[src/design/sha512_hash_engine_unit_macros.svh]
// Assertion macros shared by the SHA-512 engine RTL.
// Expects clk and arst_n in the scope of each use.
`ifndef SHA512_HASH_ENGINE_UNIT_MACROS_SVH
`define SHA512_HASH_ENGINE_UNIT_MACROS_SVH
`ifndef ASSERT_OFF
`define SHA512_ASSERT_IMP(lbl, ante, cons) lbl: assert property (@(posedge clk) \
	disable iff (!arst_n) (ante) |-> (cons)) else $error("sha512 check failed");
`define SHA512_ASSERT_NXT(lbl, ante, cons) lbl: assert property (@(posedge clk) \
	disable iff (!arst_n) (ante) |=> (cons)) else $error("sha512 check failed");
`else
`define SHA512_ASSERT_IMP(lbl, ante, cons)
`define SHA512_ASSERT_NXT(lbl, ante, cons)
`endif
`endif

[src/design/sha512_pkg.sv]
// Shared types, constants and round functions for the SHA-512 engine.
// No dependencies.
package sha512_pkg;

	localparam logic [6:0] LAST_ROUND = 7'd79;
	localparam logic [3:0] LEN_HI_SLOT = 4'd14;
	localparam logic [3:0] LAST_SLOT = 4'd15;
	localparam logic [2:0] LAST_DIGEST = 3'd7;
	localparam logic [63:0] MARK_WORD = 64'h8000_0000_0000_0000;
	localparam logic [7:0] PAD_BYTE = 8'h80;
	localparam logic [3:0] FULL_BYTES = 4'd8;

	localparam logic [63:0] INIT_HASH [8] = '{
		64'h6a09e667f3bcc908, 64'hbb67ae8584caa73b, 64'h3c6ef372fe94f82b, 64'ha54ff53a5f1d36f1,
		64'h510e527fade682d1, 64'h9b05688c2b3e6c1f, 64'h1f83d9abfb41bd6b, 64'h5be0cd19137e2179
	};

	// one queued beat, already classified by the front end
	typedef struct packed {
		logic [63:0] word;  // data with padding byte merged on a partial last word
		logic [6:0]  bits;  // message bits this beat adds
		logic        last;
		logic        full;  // set unless a last word holds under 8 bytes: marker word still to push
	} item_t;

	typedef enum logic [2:0] {ST_IDLE, ST_PUSH, ST_COMP, ST_FINAL, ST_OUT} state_t;
	typedef enum logic [1:0] {PH_MARK, PH_PAD, PH_LENL} phase_t;

	function automatic logic [63:0] rotr(input logic [63:0] x, input int n);
		rotr = (x >> n) | (x << (64 - n));
	endfunction

	function automatic logic [63:0] bsig0(input logic [63:0] x);
		bsig0 = rotr(x, 28) ^ rotr(x, 34) ^ rotr(x, 39);
	endfunction

	function automatic logic [63:0] bsig1(input logic [63:0] x);
		bsig1 = rotr(x, 14) ^ rotr(x, 18) ^ rotr(x, 41);
	endfunction

	function automatic logic [63:0] ssig0(input logic [63:0] x);
		ssig0 = rotr(x, 1) ^ rotr(x, 8) ^ (x >> 7);
	endfunction

	function automatic logic [63:0] ssig1(input logic [63:0] x);
		ssig1 = rotr(x, 19) ^ rotr(x, 61) ^ (x >> 6);
	endfunction

	function automatic logic [63:0] round_k(input logic [6:0] r);
		case (r)
			7'd0:  round_k = 64'h428a2f98d728ae22; 7'd1:  round_k = 64'h7137449123ef65cd;
			7'd2:  round_k = 64'hb5c0fbcfec4d3b2f; 7'd3:  round_k = 64'he9b5dba58189dbbc;
			7'd4:  round_k = 64'h3956c25bf348b538; 7'd5:  round_k = 64'h59f111f1b605d019;
			7'd6:  round_k = 64'h923f82a4af194f9b; 7'd7:  round_k = 64'hab1c5ed5da6d8118;
			7'd8:  round_k = 64'hd807aa98a3030242; 7'd9:  round_k = 64'h12835b0145706fbe;
			7'd10: round_k = 64'h243185be4ee4b28c; 7'd11: round_k = 64'h550c7dc3d5ffb4e2;
			7'd12: round_k = 64'h72be5d74f27b896f; 7'd13: round_k = 64'h80deb1fe3b1696b1;
			7'd14: round_k = 64'h9bdc06a725c71235; 7'd15: round_k = 64'hc19bf174cf692694;
			7'd16: round_k = 64'he49b69c19ef14ad2; 7'd17: round_k = 64'hefbe4786384f25e3;
			7'd18: round_k = 64'h0fc19dc68b8cd5b5; 7'd19: round_k = 64'h240ca1cc77ac9c65;
			7'd20: round_k = 64'h2de92c6f592b0275; 7'd21: round_k = 64'h4a7484aa6ea6e483;
			7'd22: round_k = 64'h5cb0a9dcbd41fbd4; 7'd23: round_k = 64'h76f988da831153b5;
			7'd24: round_k = 64'h983e5152ee66dfab; 7'd25: round_k = 64'ha831c66d2db43210;
			7'd26: round_k = 64'hb00327c898fb213f; 7'd27: round_k = 64'hbf597fc7beef0ee4;
			7'd28: round_k = 64'hc6e00bf33da88fc2; 7'd29: round_k = 64'hd5a79147930aa725;
			7'd30: round_k = 64'h06ca6351e003826f; 7'd31: round_k = 64'h142929670a0e6e70;
			7'd32: round_k = 64'h27b70a8546d22ffc; 7'd33: round_k = 64'h2e1b21385c26c926;
			7'd34: round_k = 64'h4d2c6dfc5ac42aed; 7'd35: round_k = 64'h53380d139d95b3df;
			7'd36: round_k = 64'h650a73548baf63de; 7'd37: round_k = 64'h766a0abb3c77b2a8;
			7'd38: round_k = 64'h81c2c92e47edaee6; 7'd39: round_k = 64'h92722c851482353b;
			7'd40: round_k = 64'ha2bfe8a14cf10364; 7'd41: round_k = 64'ha81a664bbc423001;
			7'd42: round_k = 64'hc24b8b70d0f89791; 7'd43: round_k = 64'hc76c51a30654be30;
			7'd44: round_k = 64'hd192e819d6ef5218; 7'd45: round_k = 64'hd69906245565a910;
			7'd46: round_k = 64'hf40e35855771202a; 7'd47: round_k = 64'h106aa07032bbd1b8;
			7'd48: round_k = 64'h19a4c116b8d2d0c8; 7'd49: round_k = 64'h1e376c085141ab53;
			7'd50: round_k = 64'h2748774cdf8eeb99; 7'd51: round_k = 64'h34b0bcb5e19b48a8;
			7'd52: round_k = 64'h391c0cb3c5c95a63; 7'd53: round_k = 64'h4ed8aa4ae3418acb;
			7'd54: round_k = 64'h5b9cca4f7763e373; 7'd55: round_k = 64'h682e6ff3d6b2b8a3;
			7'd56: round_k = 64'h748f82ee5defb2fc; 7'd57: round_k = 64'h78a5636f43172f60;
			7'd58: round_k = 64'h84c87814a1f0ab72; 7'd59: round_k = 64'h8cc702081a6439ec;
			7'd60: round_k = 64'h90befffa23631e28; 7'd61: round_k = 64'ha4506cebde82bde9;
			7'd62: round_k = 64'hbef9a3f7b2c67915; 7'd63: round_k = 64'hc67178f2e372532b;
			7'd64: round_k = 64'hca273eceea26619c; 7'd65: round_k = 64'hd186b8c721c0c207;
			7'd66: round_k = 64'heada7dd6cde0eb1e; 7'd67: round_k = 64'hf57d4f7fee6ed178;
			7'd68: round_k = 64'h06f067aa72176fba; 7'd69: round_k = 64'h0a637dc5a2c898a6;
			7'd70: round_k = 64'h113f9804bef90dae; 7'd71: round_k = 64'h1b710b35131c471b;
			7'd72: round_k = 64'h28db77f523047d84; 7'd73: round_k = 64'h32caab7b40c72493;
			7'd74: round_k = 64'h3c9ebe0a15c9bebc; 7'd75: round_k = 64'h431d67c49c100d4c;
			7'd76: round_k = 64'h4cc5d4becb3e42b6; 7'd77: round_k = 64'h597f299cfc657e2a;
			7'd78: round_k = 64'h5fcb6fab3ad6faec; 7'd79: round_k = 64'h6c44198c4a475817;
			default: round_k = '0;
		endcase
	endfunction

endpackage

[src/design/sha512_front.sv]
// Front end of the SHA-512 engine: classifies input beats and queues them.
// Depends on sha512_pkg.
module sha512_front import sha512_pkg::*; (
	input  logic        clk,
	input  logic        arst_n,
	input  logic        in_valid,
	output logic        in_stall,
	input  logic [63:0] msg_word,
	input  logic [3:0]  byte_count,
	input  logic        last_word,
	output item_t       item,
	output logic        item_valid,
	input  logic        item_pop
);

	item_t      cls;
	item_t      q_q [2];
	logic       wr_q;
	logic       rd_q;
	logic [1:0] cnt_q;
	logic [3:0] nbytes;
	logic       push;

	// saturate count, trim partial word and merge the 0x80 pad byte
	always_comb begin
		nbytes = (byte_count > FULL_BYTES) ? FULL_BYTES : byte_count;
		cls.last = last_word;
		cls.full = !last_word || (nbytes == FULL_BYTES);
		cls.bits = last_word ? {nbytes, 3'b000} : 7'd64;
		cls.word = msg_word;
		if (last_word && nbytes != FULL_BYTES) begin
			for (int i = 0; i < 8; i++) begin
				if (4'(i) < nbytes)
					cls.word[63-8*i -: 8] = msg_word[63-8*i -: 8];
				else if (4'(i) == nbytes)
					cls.word[63-8*i -: 8] = PAD_BYTE;
				else
					cls.word[63-8*i -: 8] = 8'h00;
			end
		end
	end

	assign in_stall = cnt_q[1];
	assign push = in_valid && !in_stall;
	assign item_valid = (cnt_q != 2'd0);
	assign item = q_q[rd_q];

	// two-entry queue between front and back
	always_ff @(posedge clk) begin
		if (push)
			q_q[wr_q] <= cls;
	end

	always_ff @(posedge clk or negedge arst_n) begin
		if (!arst_n) begin
			wr_q <= 1'b0;
			rd_q <= 1'b0;
			cnt_q <= 2'd0;
		end else begin
			if (push)
				wr_q <= !wr_q;
			if (item_pop)
				rd_q <= !rd_q;
			cnt_q <= cnt_q + {1'b0, push} - {1'b0, item_pop};
		end
	end

endmodule

[config.mk]
export PLATFORM = sky130hd
export DESIGN_NAME = sha512_front
export DESIGN_NICKNAME = d
export VERILOG_FILES = /design/src/design/sha512_hash_engine_unit_macros.svh /design/src/design/sha512_pkg.sv /design/src/design/sha512_front.sv
export SDC_FILE = /design/constraint.sdc
export NUM_CORES = 1
export LEC_CHECK = 0
export ABC_CLOCK_PERIOD_IN_PS = 5200
export BUFFER_PORTS_ARGS = -buffer_cell sky130_fd_sc_hd__buf_2
export CORE_UTILIZATION = 53
export CTS_CLUSTER_DIAMETER = 60
export CTS_CLUSTER_SIZE = 25
export DETAILED_ROUTE_END_ITERATION = 6
export PLACE_DENSITY = 0.92
export SYNTH_ARGS = -nofsm -noshare
export SYNTH_HDL_FRONTEND = slang
export SYNTH_SLANG_ARGS = --single-unit
[constraint.sdc]
create_clock -name clk -period 5.2 [get_ports clk]
set_input_delay 0 -clock clk [delete_from_list [all_inputs] [get_ports clk]]
set_output_delay 0 -clock clk [all_outputs]
set_load 0.01 [all_outputs]
# Word level (Yosys, flattened, before mapping)
# Memory sizes are Yosys's and may differ from the RTL's.
# Index checks and enable logic that the tools add are counted.
[word_totals] ramBits=146 register_bits=4 mem_count=1 elab_cells=54 out_inout_bits=75
[classes] n_reduce_logical=9 addsub=2 order_cmp=9 muxes=21 n_eq_ne=9
[mem_list] memory="q_q" depth=2 width=73 rd=1 rd_ports_with_merged_regs=0 write_ports=1 line="sha512_front.sv:17" rtl="item_t q_q [2];"
[op_table] operator="$mux W8" count=16
[op_table] operator="$mux W64" count=1
[op_table] operator="$eq A3 B4 Y1 const A" count=4
[op_table] operator="$lt A3 B4 Y1 const A" count=4
[op_table] operator="$eq A2 B4 Y1 const A" count=2
[op_table] operator="$lt A1 B4 Y1 const A" count=2
[op_table] operator="$lt A2 B4 Y1 const A" count=2
[op_table] operator="$mux W7" count=1
[op_table] operator="$eq A1 B4 Y1 const A" count=1
[op_table] operator="$eq A4 B4 Y1 const B" count=1
[op_table] operator="$gt A4 B4 Y1 const B" count=1
[op_table] operator="$logic_not A1 Y1" count=4
[op_table] operator="$logic_not A4 Y1" count=1
[op_table] operator="$mux W4" count=1
[op_table] operator="$ne A4 B4 Y1 const B" count=1
[op_table] operator="$add A2 B1 Y2" count=1
[op_table] operator="$logic_and A1 B1 Y1" count=2
[op_table] operator="$mux W1" count=2
[op_table] operator="$reduce_bool A2 Y1" count=1
[op_table] operator="$sub A2 B1 Y2" count=1
[op_table] operator="$logic_or A1 B1 Y1" count=1

# Logic depth before layout (Yosys ltp)
# Gate-level depths: netlist (run 1).
[logic_depth] depth_word=6 mapped_depth=6

# Worst setup path before layout (run 1)
# OpenSTA, ideal clock, no wires.
[synth_timing] kind="reg-to-reg" start="reg cnt_q[1]" end="mem q_q[0][0] in the netlist's numbering (enable)" path_slack_ns=1.122 path_stages_with_launch=3 setup_ns=0.499 t_arrival_ns=3.579 synth_period_minus_slack_ns=4.078 path_cell_list="dfrtp_1 > nand2b_1 > nor2_1"
[synth_between] elab_chain_cells=4
[synth_rtl] item="start: declaration" line="sha512_front.sv:20" rtl="logic [1:0] cnt_q;"
[synth_rtl] item="start signal: assignment" line="sha512_front.sv:64" rtl="cnt_q <= cnt_q + {1'b0, push} - {1'b0, item_pop};"
[synth_rtl] item="$logic_not A1 Y1" line="sha512_front.sv:44" rtl="assign push = in_valid && !in_stall;"
[synth_rtl] item="$logic_and A1 B1 Y1" line="sha512_front.sv:44"
[synth_rtl] item="$mux W1" line="sha512_front.sv:50" rtl="if (push)"
[synth_rtl] item="$mux W1 (implied by the code)" line="sha512_front.sv:51" rtl="q_q[wr_q] <= cls;"
[synth_rtl] item="end: declaration" line="sha512_front.sv:17"
# Every way passes these cells.

# Worst setup path after layout (run 1)
[layout_timing] start="reg cnt_q[1]" end="mem q_q[0][11] in the netlist's numbering (enable)"
# Same word-level chain as after synthesis.

==> results.json, run 1 <==
{
  "finalNonFillerCells": 706,
  "required_ns": 5.37,
  "cts_max_path_buffers": 2,
  "cp_top_family": "simple AND/OR/NAND/NOR gates",
  "root_buffer": "clkbuf_8",
  "hold_class": "in -> reg",
  "end_kind": "register",
  "fillCellCount": 616,
  "setup_ws_ns": 2.66,
  "htreeDepth": 4,
  "start_kind": "register",
  "syn-instance-count": 331,
  "path_depth": 3,
  "grt_pass1_wl_um": 18500,
  "postCtsSetupRepairBufs": 0,
  "multi_input_area_sq_um": 1500,
  "cts_hold_buf": 73,
  "die_width_um": 108,
  "cap_viol_max_count": 0,
  "routedWlPerCell_um": 17.4,
  "clkSlewWorstSetupHoldPaths_ns": 0.06,
  "drc": 0,
  "outcome": "finished, final reports clean",
  "r2r-end": "q_q[0][11]",
  "core.rowCount": 38,
  "track_usage": 0.220,
  "cts.sinks": 144,
  "finalCriticalPeriod_ns": 2.54,
  "ioPinCount": 148,
  "reg2reg_setup_slack_ns": 2.66,
  "die_h_um": 108,
  "via_per_inst": 5.14,
  "num_antenna_cells": 0,
  "grt_max_degree": 72,
  "hpwl_um": 7000,
  "worst-path-buf-inv": 1,
  "async_flop_share": 0.0278,
  "whs_endpoint": "q_q[1][24]",
  "fmax_mhz": 393,
  "gp_congestion": 0.717,
  "regArea_sq_um": 4310,
  "power_per_cell_area_nw_per_um2": 474,
  "synthToLayoutAreaGrowth_pct": 36.2,
  "r2r_cells": 3,
  "slew_viol_final": 0,
  "ant_nets": 0,
  "power_uw": 3820,
  "critPathKind": "reg -> reg",
  "start_util": 0.546,
  "reg2reg_from": "cnt_q[1]",
  "globalRouteOverflowTotal": 0,
  "synth_area_sq_um": 5920,
  "hold_start": "byte_count[3]",
  "dpl.cell_count": 601,
  "rsz0062_at_grt": "false",
  "ys_seq_area_frac": 0.728,
  "ys_types": 39,
  "tns_ns": 0,
  "synth_area_per_cell_sq_um": 17.9,
  "synth.ff_latch_count": 144,
  "power_leakage_uw": 0.00307,
  "first_pass_iters": 4,
  "switching_share": 0.288,
  "pwr-share-seq": 0.444,
  "path_max_fanout": 40,
  "p_comb_frac": 0.254,
  "final_nets": 628,
  "path_cells": "nand2b_1 > nor2_4 > buf_4",
  "pre_cts_slack_ns": 2.65,
  "grt_pass1_vias": 3847,
  "cts_tree": "done",
  "final_core_util": 0.743,
  "ctsResizeCount": 0,
  "drt_iter0_markers": 182,
  "yosys_most_used_dff": "edfxtp_1",
  "finalHoldViolations": 0,
  "slowest_delay_ns": 0.90,
  "worst_ep_arrival_time_ns": 2.71,
  "setup_viol": 0,
  "finalCritPeriodShare": 0.489,
  "vias": 3629,
  "io_buffers": 144,
  "worstMarginPinSlew_ns": 1.16,
  "cp_slowest_cell": "nor2_4",
  "synth_edf_count": 140,
  "p_int_uw": 2720,
  "die-area_sq_um": 11600,
  "maxSlewHeadroom": 0.226,
  "route.final.wire_length_um": 12300,
  "p_clk_frac": 0.302,
  "clkLatencyLatePin_ns": 0.51,
  "cts_made_buffers": 17,
  "p_switching_uw": 1100,
  "coreArea_sq_um": 10800,
  "ir_worst_vdd_mv": 0.273,
  "grt_antenna_before_repair": 0,
  "clock-skew-final_ns": 0.00695,
  "yosysWarnings": 0,
  "min_path_cells": 3,
  "drive_above_1_share": 0.454
}
-- routing by layer --
metal,GRT usage,vias up,part of all wire
met5,0,-,0
met4,0.125,0,0.029
met3,0.0484,28,0.045
met2,0.391,131,0.54
met1,0.243,1771,0.39
li1,-,1699,-
-- per-stage QoR --
stage / area (sq um) / hold slack [ns]
after floorplan: 5920 / -0.296
after global placement: 6750 / -0.195
after detailed placement: 6750 / -0.191
after CTS: 8060 / 0.0190
after global routing: 8060 / 0.0528
final: 8060 / 0.0561
-- synthesized netlist by cell type (2+ instances only) --
cell,count,share of area
a21boi_1,2,0.0025
nor2b_1,8,0.0085
edfxtp_1,140,0.71
buf_4,4,0.0051
a21boi_0,33,0.042
buf_2,12,0.010
nor2_1,3,0.0019
xnor2_1,3,0.0044
nand2_1,2,0.0013
and2b_1,7,0.0089
ha_1,2,0.0042
inv_1,6,0.0038
and2_1,10,0.011
dfrtp_1,4,0.017
mux2i_1,2,0.0034
mux2_2,70,0.13
-- power by group through the flow --
stage	Sequential (uW)	Clock [uW]	Combinational, uW
4_1_cts	1700	1170	970
6_report	1700	1150	971
5_1_grt	1720	1210	1040
3_3_place_gp	1700	0	911
2_1_floorplan	1610	0	677
3_5_place_dp	1720	0	921
-- cell usage in the layout, fill, tap and decap left out, types with 2 or more instances in the layout --
cell type,count
mux2_2,70
xnor2_1,3
bufinv_16,2
nor2_4,2
buf_2,144
a21boi_1,2
nor2b_1,7
dlygate4sd3_1,73
and2b_1,7
mux2i_1,2
a21boi_0,33
buf_4,3
clkbuf_16,16
and2_1,10
inv_1,6
dfrtp_1,3
inv_6,4
edfxtp_1,140
nand2_1,2
ha_1,2
clkinvlp_4,7
conb_1,3
-- worst min-delay path, cell delays in order --
cell and delay [ns]:
buf_2 0.18, nor3b_1 0.08, a2bb2oi_1 0.14
-- final cells by class --
type	count	area share
sequential	144	0.535
multi-input combinational	163	0.186
clock inverter	15	0.0199
timing repair buffer	220	0.183
clock buffer	17	0.0514
inverter	7	0.00326
tap	140	0.0217
-- state kept, by name, summed over array words and instances, names as in the netlist --
| name | flops |
|---|---|
| wr_q | 1 |
| q_q | 140 |
| cnt_q | 2 |
| rd_q | 1 |
-- worst max-delay path by stage --
| stage | from | to | slack [ns] |
|---|---|---|---|
| floorplan | cnt_q[1] | q_q[0][0] | 1.12 |
| global placement | cnt_q[1] | q_q[0][14] | 2.70 |
| detailed placement | cnt_q[1] | q_q[0][11] | 2.65 |
| CTS | cnt_q[1] | q_q[0][9] | 2.63 |
| global route | cnt_q[1] | q_q[0][10] | 2.48 |
| finish | cnt_q[1] | q_q[0][11] | 2.66 |
-- kinds of logic after synthesis --
logic type,Yosys count,share of synthesized area
AND/OR/NAND/NOR,40,0.0474
buffers and inverters,26,0.0231
XOR/XNOR,4,0.00592
multiplexers,73,0.139
AO/OA/AOI/OAI,41,0.0520
adder cells (fa/ha/maj),2,0.00423
other,1,0.000634
flip-flops,144,0.728
Note: power is estimated with default switching activity, not from simulation.
==> run 2, diff against run 1 <==
ABC_CLOCK_PERIOD_IN_PS = 2550   (was 5200)
clock period = 2.55 ns   (was 5.2 ns; I/O delays follow)
==> results.json, run 2 (same netlist as run 1, synthesis figures left out) <==
{
  "path_cells": "buf_12 > mux2_2 > buf_2",
  "reg2reg_setup_slack_ns": 0.92,
  "drc": 0,
  "required_ns": 2.55,
  "postCtsSetupRepairBufs": 0,
  "die_width_um": 108,
  "critPathKind": "reg -> out",
  "power_leakage_uw": 0.00311,
  "via_per_inst": 5.16,
  "ant_nets": 0,
  "fillCellCount": 633,
  "reg2reg_from": "cnt_q[1]",
  "stdcell_area_sq_um": 8100,
  "setup_viol": 0,
  "final_nets": 630,
  "cts_tree": "done",
  "outcome": "finished, final reports clean",
  "routedWlPerCell_um": 17.8,
  "largest_register": "q_q",
  "power_uw": 7860,
  "r2r_cells": 6,
  "synthToLayoutAreaGrowth_pct": 36.9,
  "die_h_um": 108,
  "worstMarginPinSlew_ns": 0.690,
  "path_max_fanout": 52,
  "ir_worst_vdd_mv": 0.579,
  "grt_pass1_vias": 3941,
  "grt_max_degree": 71,
  "core.rowCount": 38,
  "fmax_mhz": 474,
  "slew_viol_final": 0,
  "route.final.wire_length_um": 12600,
  "hpwl_um": 6710,
  "num_antenna_cells": 0,
  "power_per_cell_area_nw_per_um2": 971,
  "finalHoldWorstSlack_ns": 0.0490,
  "grt_pass1_wl_um": 19100,
  "vias": 3649,
  "tns_ns": 0,
  "cp_slowest_cell": "dfrtp_2",
  "reg_top3": "q_q x140, cnt_q x2",
  "grt_util_met2": 0.419,
  "start_util": 0.546,
  "p_clk_frac": 0.301,
  "ioPinCount": 148,
  "htreeDepth": 4,
  "hold_class": "in -> reg",
  "grt_util_met1": 0.247,
  "drive_above_1_share": 0.451,
  "worst_ep_arrival_time_ns": 2.11,
  "min_path_cells": 3,
  "gp_congestion": 0.715,
  "hold_start": "byte_count[3]",
  "switching_share": 0.279,
  "dpl_cell_area_sq_um": 6800,
  "finalHoldViolations": 0,
  "finalCriticalPeriod_ns": 2.11,
  "globalRouteOverflowTotal": 0,
  "end_kind": "primary output",
  "grt_busiest_layer": "met2",
  "cts.sinks": 144,
  "p_comb_frac": 0.278,
  "io_buffers": 144,
  "finalCritPeriodShare": 0.828,
  "use_met3": 0.0648,
  "maxSlewHeadroom": 0.535,
  "clkSlewWorstSetupHoldPaths_ns": 0.06,
  "rsz0062_at_grt": "false",
  "p_int_uw": 5670,
  "drt_iter0_markers": 174,
  "track_usage": 0.230,
  "start_kind": "register",
  "layout_commonest_cell": "buf_2",
  "root_buffer": "clkbuf_8",
  "grt_antenna_before_repair": 0,
  "die-area_sq_um": 11600,
  "cts_made_buffers": 17,
  "cap_viol_max_count": 0,
  "clock-skew-final_ns": 0.00746,
  "layout_common_cells": "buf_2, edfxtp_1, dlygate4sd3_1",
  "first_pass_iters": 4,
  "largest_reg_flops": 140,
  "p_switching_uw": 2200,
  "coreArea_sq_um": 10800,
  "pwr-share-seq": 0.420,
  "slowest_delay_ns": 0.66,
  "r2r-end": "cnt_q[1]",
  "whs_endpoint": "q_q[0][0]",
  "clkLatencyLatePin_ns": 0.52,
  "ctsResizeCount": 0,
  "cts_max_path_buffers": 2
}
==> run 2: timing repair <==
action,4_1_cts,5_1_grt
hold buffers,73,0
hold endpoints to repair,144,0
setup endpoints to repair,0,0
==> run 2: stage by stage <==
stage                     setup slack [ns]  instances   util
after floorplan                     -0.371        333      -
after global placement               0.957        603  0.628
after detailed placement             0.922        603  0.628
after CTS                            0.419        707  0.747
after global routing                 0.356        707  0.747
final                                0.439        707  0.747
==> run 2: cell type report <==
type                    instances  area [sq um]  area share
clock buffers                  19           422      0.0521
clock inverters                12           144      0.0178
inverters                       7          26.3     0.00324
multi-input cells             163          1500       0.185
flip-flops and latches        144          4310       0.532
well taps                     140           175      0.0216
repair buffers                222          1530       0.188
==> run 2: worst max-delay path, delay by kind of cell (launching register included) <==
family | cells | cell delay, ns
muxes | 1 | 0.40
DFF | 1 | 0.66
buffers and inverters | 2 | 0.49
==> run 2: power by group through the flow <==
stage	clock network [uW]	logic [uW]	registers [uW]
CTS	2390	2180	3300
global placement	0	2060	3310
finish	2370	2190	3310
detailed placement	0	2080	3350
floorplan	0	1390	3270
global route	2500	2360	3340
==> run 2: worst max-delay path by stage <==
stage,start,end,slack (ns)
final,rd_q,item[23],0.44
after global routing,rd_q,item[42],0.36
after CTS,rd_q,item[42],0.42
after detailed placement,cnt_q[1],cnt_q[1],0.92
after global placement,cnt_q[1],cnt_q[1],0.96
after floorplan,cnt_q[1],q_q[0][0],-0.37
==> run 2: routing by layer <==
| metal | up-vias | share of wire |
|---|---|---|
| li1 | 1709 | - |
| met3 | 23 | 0.058 |
| met2 | 156 | 0.54 |
| met4 | 0 | 0.021 |
| met1 | 1761 | 0.38 |
| met5 | - | 0 |
==> run 3, diff against run 2 <==
ABC_CLOCK_PERIOD_IN_PS = 1800   (was 2550)
CORE_UTILIZATION = 48   (was 53)
PLACE_DENSITY = 0.88   (was 0.92)
clock period = 1.8 ns   (was 2.55 ns; I/O delays follow)
==> results.json, run 3 (same netlist as run 1, synthesis figures left out) <==
{
  "path_max_fanout": 51,
  "hold_class": "in -> reg",
  "via_per_inst": 5.09,
  "reg_top3": "q_q x140, cnt_q x2",
  "fmax_mhz": 606,
  "drive_above_1_share": 0.454,
  "start_kind": "register",
  "finalCritPeriodShare": 0.916,
  "ctsResizeCount": 0,
  "grt_pass1_wl_um": 19300,
  "core.rowCount": 40,
  "power_per_cell_area_nw_per_um2": 1400,
  "cts_tree": "done",
  "ant_nets": 0,
  "die-area_sq_um": 12800,
  "dpl.cell_count": 612,
  "coreArea_sq_um": 12000,
  "finalCriticalPeriod_ns": 1.65,
  "num_antenna_cells": 0,
  "required_ns": 1.80,
  "gp_congestion": 0.733,
  "power_leakage_uw": 0.00311,
  "grt_pass1_vias": 4009,
  "finalNonFillerCells": 713,
  "start_util": 0.493,
  "grt_max_degree": 71,
  "clock-skew-final_ns": 0.00597,
  "finalHoldWorstSlack_ns": 0.0607,
  "largest_register": "q_q",
  "globalRouteOverflowTotal": 0,
  "setup_ws_ns": 0.150,
  "multi_input_area_sq_um": 1510,
  "track_usage": 0.206,
  "worst_ep_arrival_time_ns": 1.65,
  "drc": 0,
  "critPathKind": "reg -> out",
  "clkSlewWorstSetupHoldPaths_ns": 0.06,
  "synthToLayoutAreaGrowth_pct": 37.4,
  "slew_viol_final": 0,
  "cts_made_buffers": 17,
  "final_nets": 628,
  "die_h_um": 113,
  "worstMarginPinSlew_ns": 0.511,
  "cts.sinks": 144,
  "end_kind": "primary output",
  "cp_top_family": "buffers and inverters",
  "maxSlewHeadroom": 0.658,
  "routedWlPerCell_um": 17.6,
  "largest_reg_flops": 140,
  "setup_viol": 0,
  "cap_viol_max_count": 0,
  "outcome": "finished, final reports clean",
  "finalHoldViolations": 0,
  "root_buffer": "clkbuf_16",
  "cts_hold_buf": 69,
  "io_buffers": 144,
  "fillCellCount": 801,
  "clkLatencyLatePin_ns": 0.42,
  "die_width_um": 113,
  "regArea_sq_um": 4310,
  "slowest_delay_ns": 0.39,
  "rsz0062_at_grt": "false",
  "layout_common_cells": "buf_2, edfxtp_1, mux2_2",
  "worst-path-buf-inv": 2,
  "route.final.wire_length_um": 12500,
  "htreeDepth": 4,
  "final_core_util": 0.676,
  "ir_worst_vdd_mv": 0.792,
  "vias": 3629,
  "ioPinCount": 148,
  "pre_cts_slack_ns": 0.257,
  "hpwl_um": 7000,
  "drt_iter0_markers": 232,
  "grt_antenna_before_repair": 0,
  "first_pass_iters": 4,
  "cp_slowest_cell": "mux2_2",
  "postCtsSetupRepairBufs": 0,
  "layout_commonest_cell": "buf_2",
  "cts_max_path_buffers": 2,
  "path_cells": "buf_12 > mux2_2 > buf_2"
}
-- run 3: worst reg2reg max path, cell delays in order, from the launching register on --
cell and delay, ns:
dfrtp_1 0.41, nand2b_4 0.20, ha_1 0.30, inv_1 0.04, ha_1 0.18, xnor2_1 0.18, xnor2_1 0.16
-- run 3: metal layers --
metal | vias up | share of wire | GRT usage
met5 | - | 0 | 0
met4 | 0 | 0.014 | 0.0798
met3 | 19 | 0.062 | 0.0734
met2 | 119 | 0.53 | 0.369
met1 | 1792 | 0.39 | 0.221
li1 | 1699 | - | -
-- run 3: per-stage QoR --
stage          power, uW  instance area, sq um  TNS [ns]
2_1_floorplan       6600                  5950    -38.79
3_3_place_gp        7650                  6830         0
3_5_place_dp        7750                  6830         0
4_1_cts            11500                  8130         0
5_1_grt            11900                  8130         0
6_report           11400                  8130         0
-- run 3: final cells by class --
| class | instances | share of cell area |
|---|---|---|
| clock inverters | 14 | 0.0211 |
| repair buffers | 220 | 0.185 |
| inverters | 7 | 0.00323 |
| flip-flops and latches | 144 | 0.530 |
| well taps | 147 | 0.0226 |
| clock buffers | 18 | 0.0528 |
| multi-input cells | 163 | 0.186 |
-- run 3: power by group --
| part | internal [uW] | switching [uW] |
|---|---|---|
| registers | 4430 | 166 |
| logic | 1530 | 1680 |
| clock network | 2290 | 1300 |
-- run 3: path summary, 6_finish.rpt --
path / from / end / slack [ns] / cells after the start
min reg2reg: cnt_q[0] / cnt_q[0] / 0.50 / 1
max: rd_q / item[55] / 0.15 / 3
max reg2reg: cnt_q[1] / cnt_q[1] / 0.24 / 6
min in group asynchronous: arst_n / cnt_q[0] / 0.50 / 3
max in group asynchronous: arst_n / rd_q / 1.11 / 3
min: byte_count[0] / q_q[1][5] / 0.06 / 2
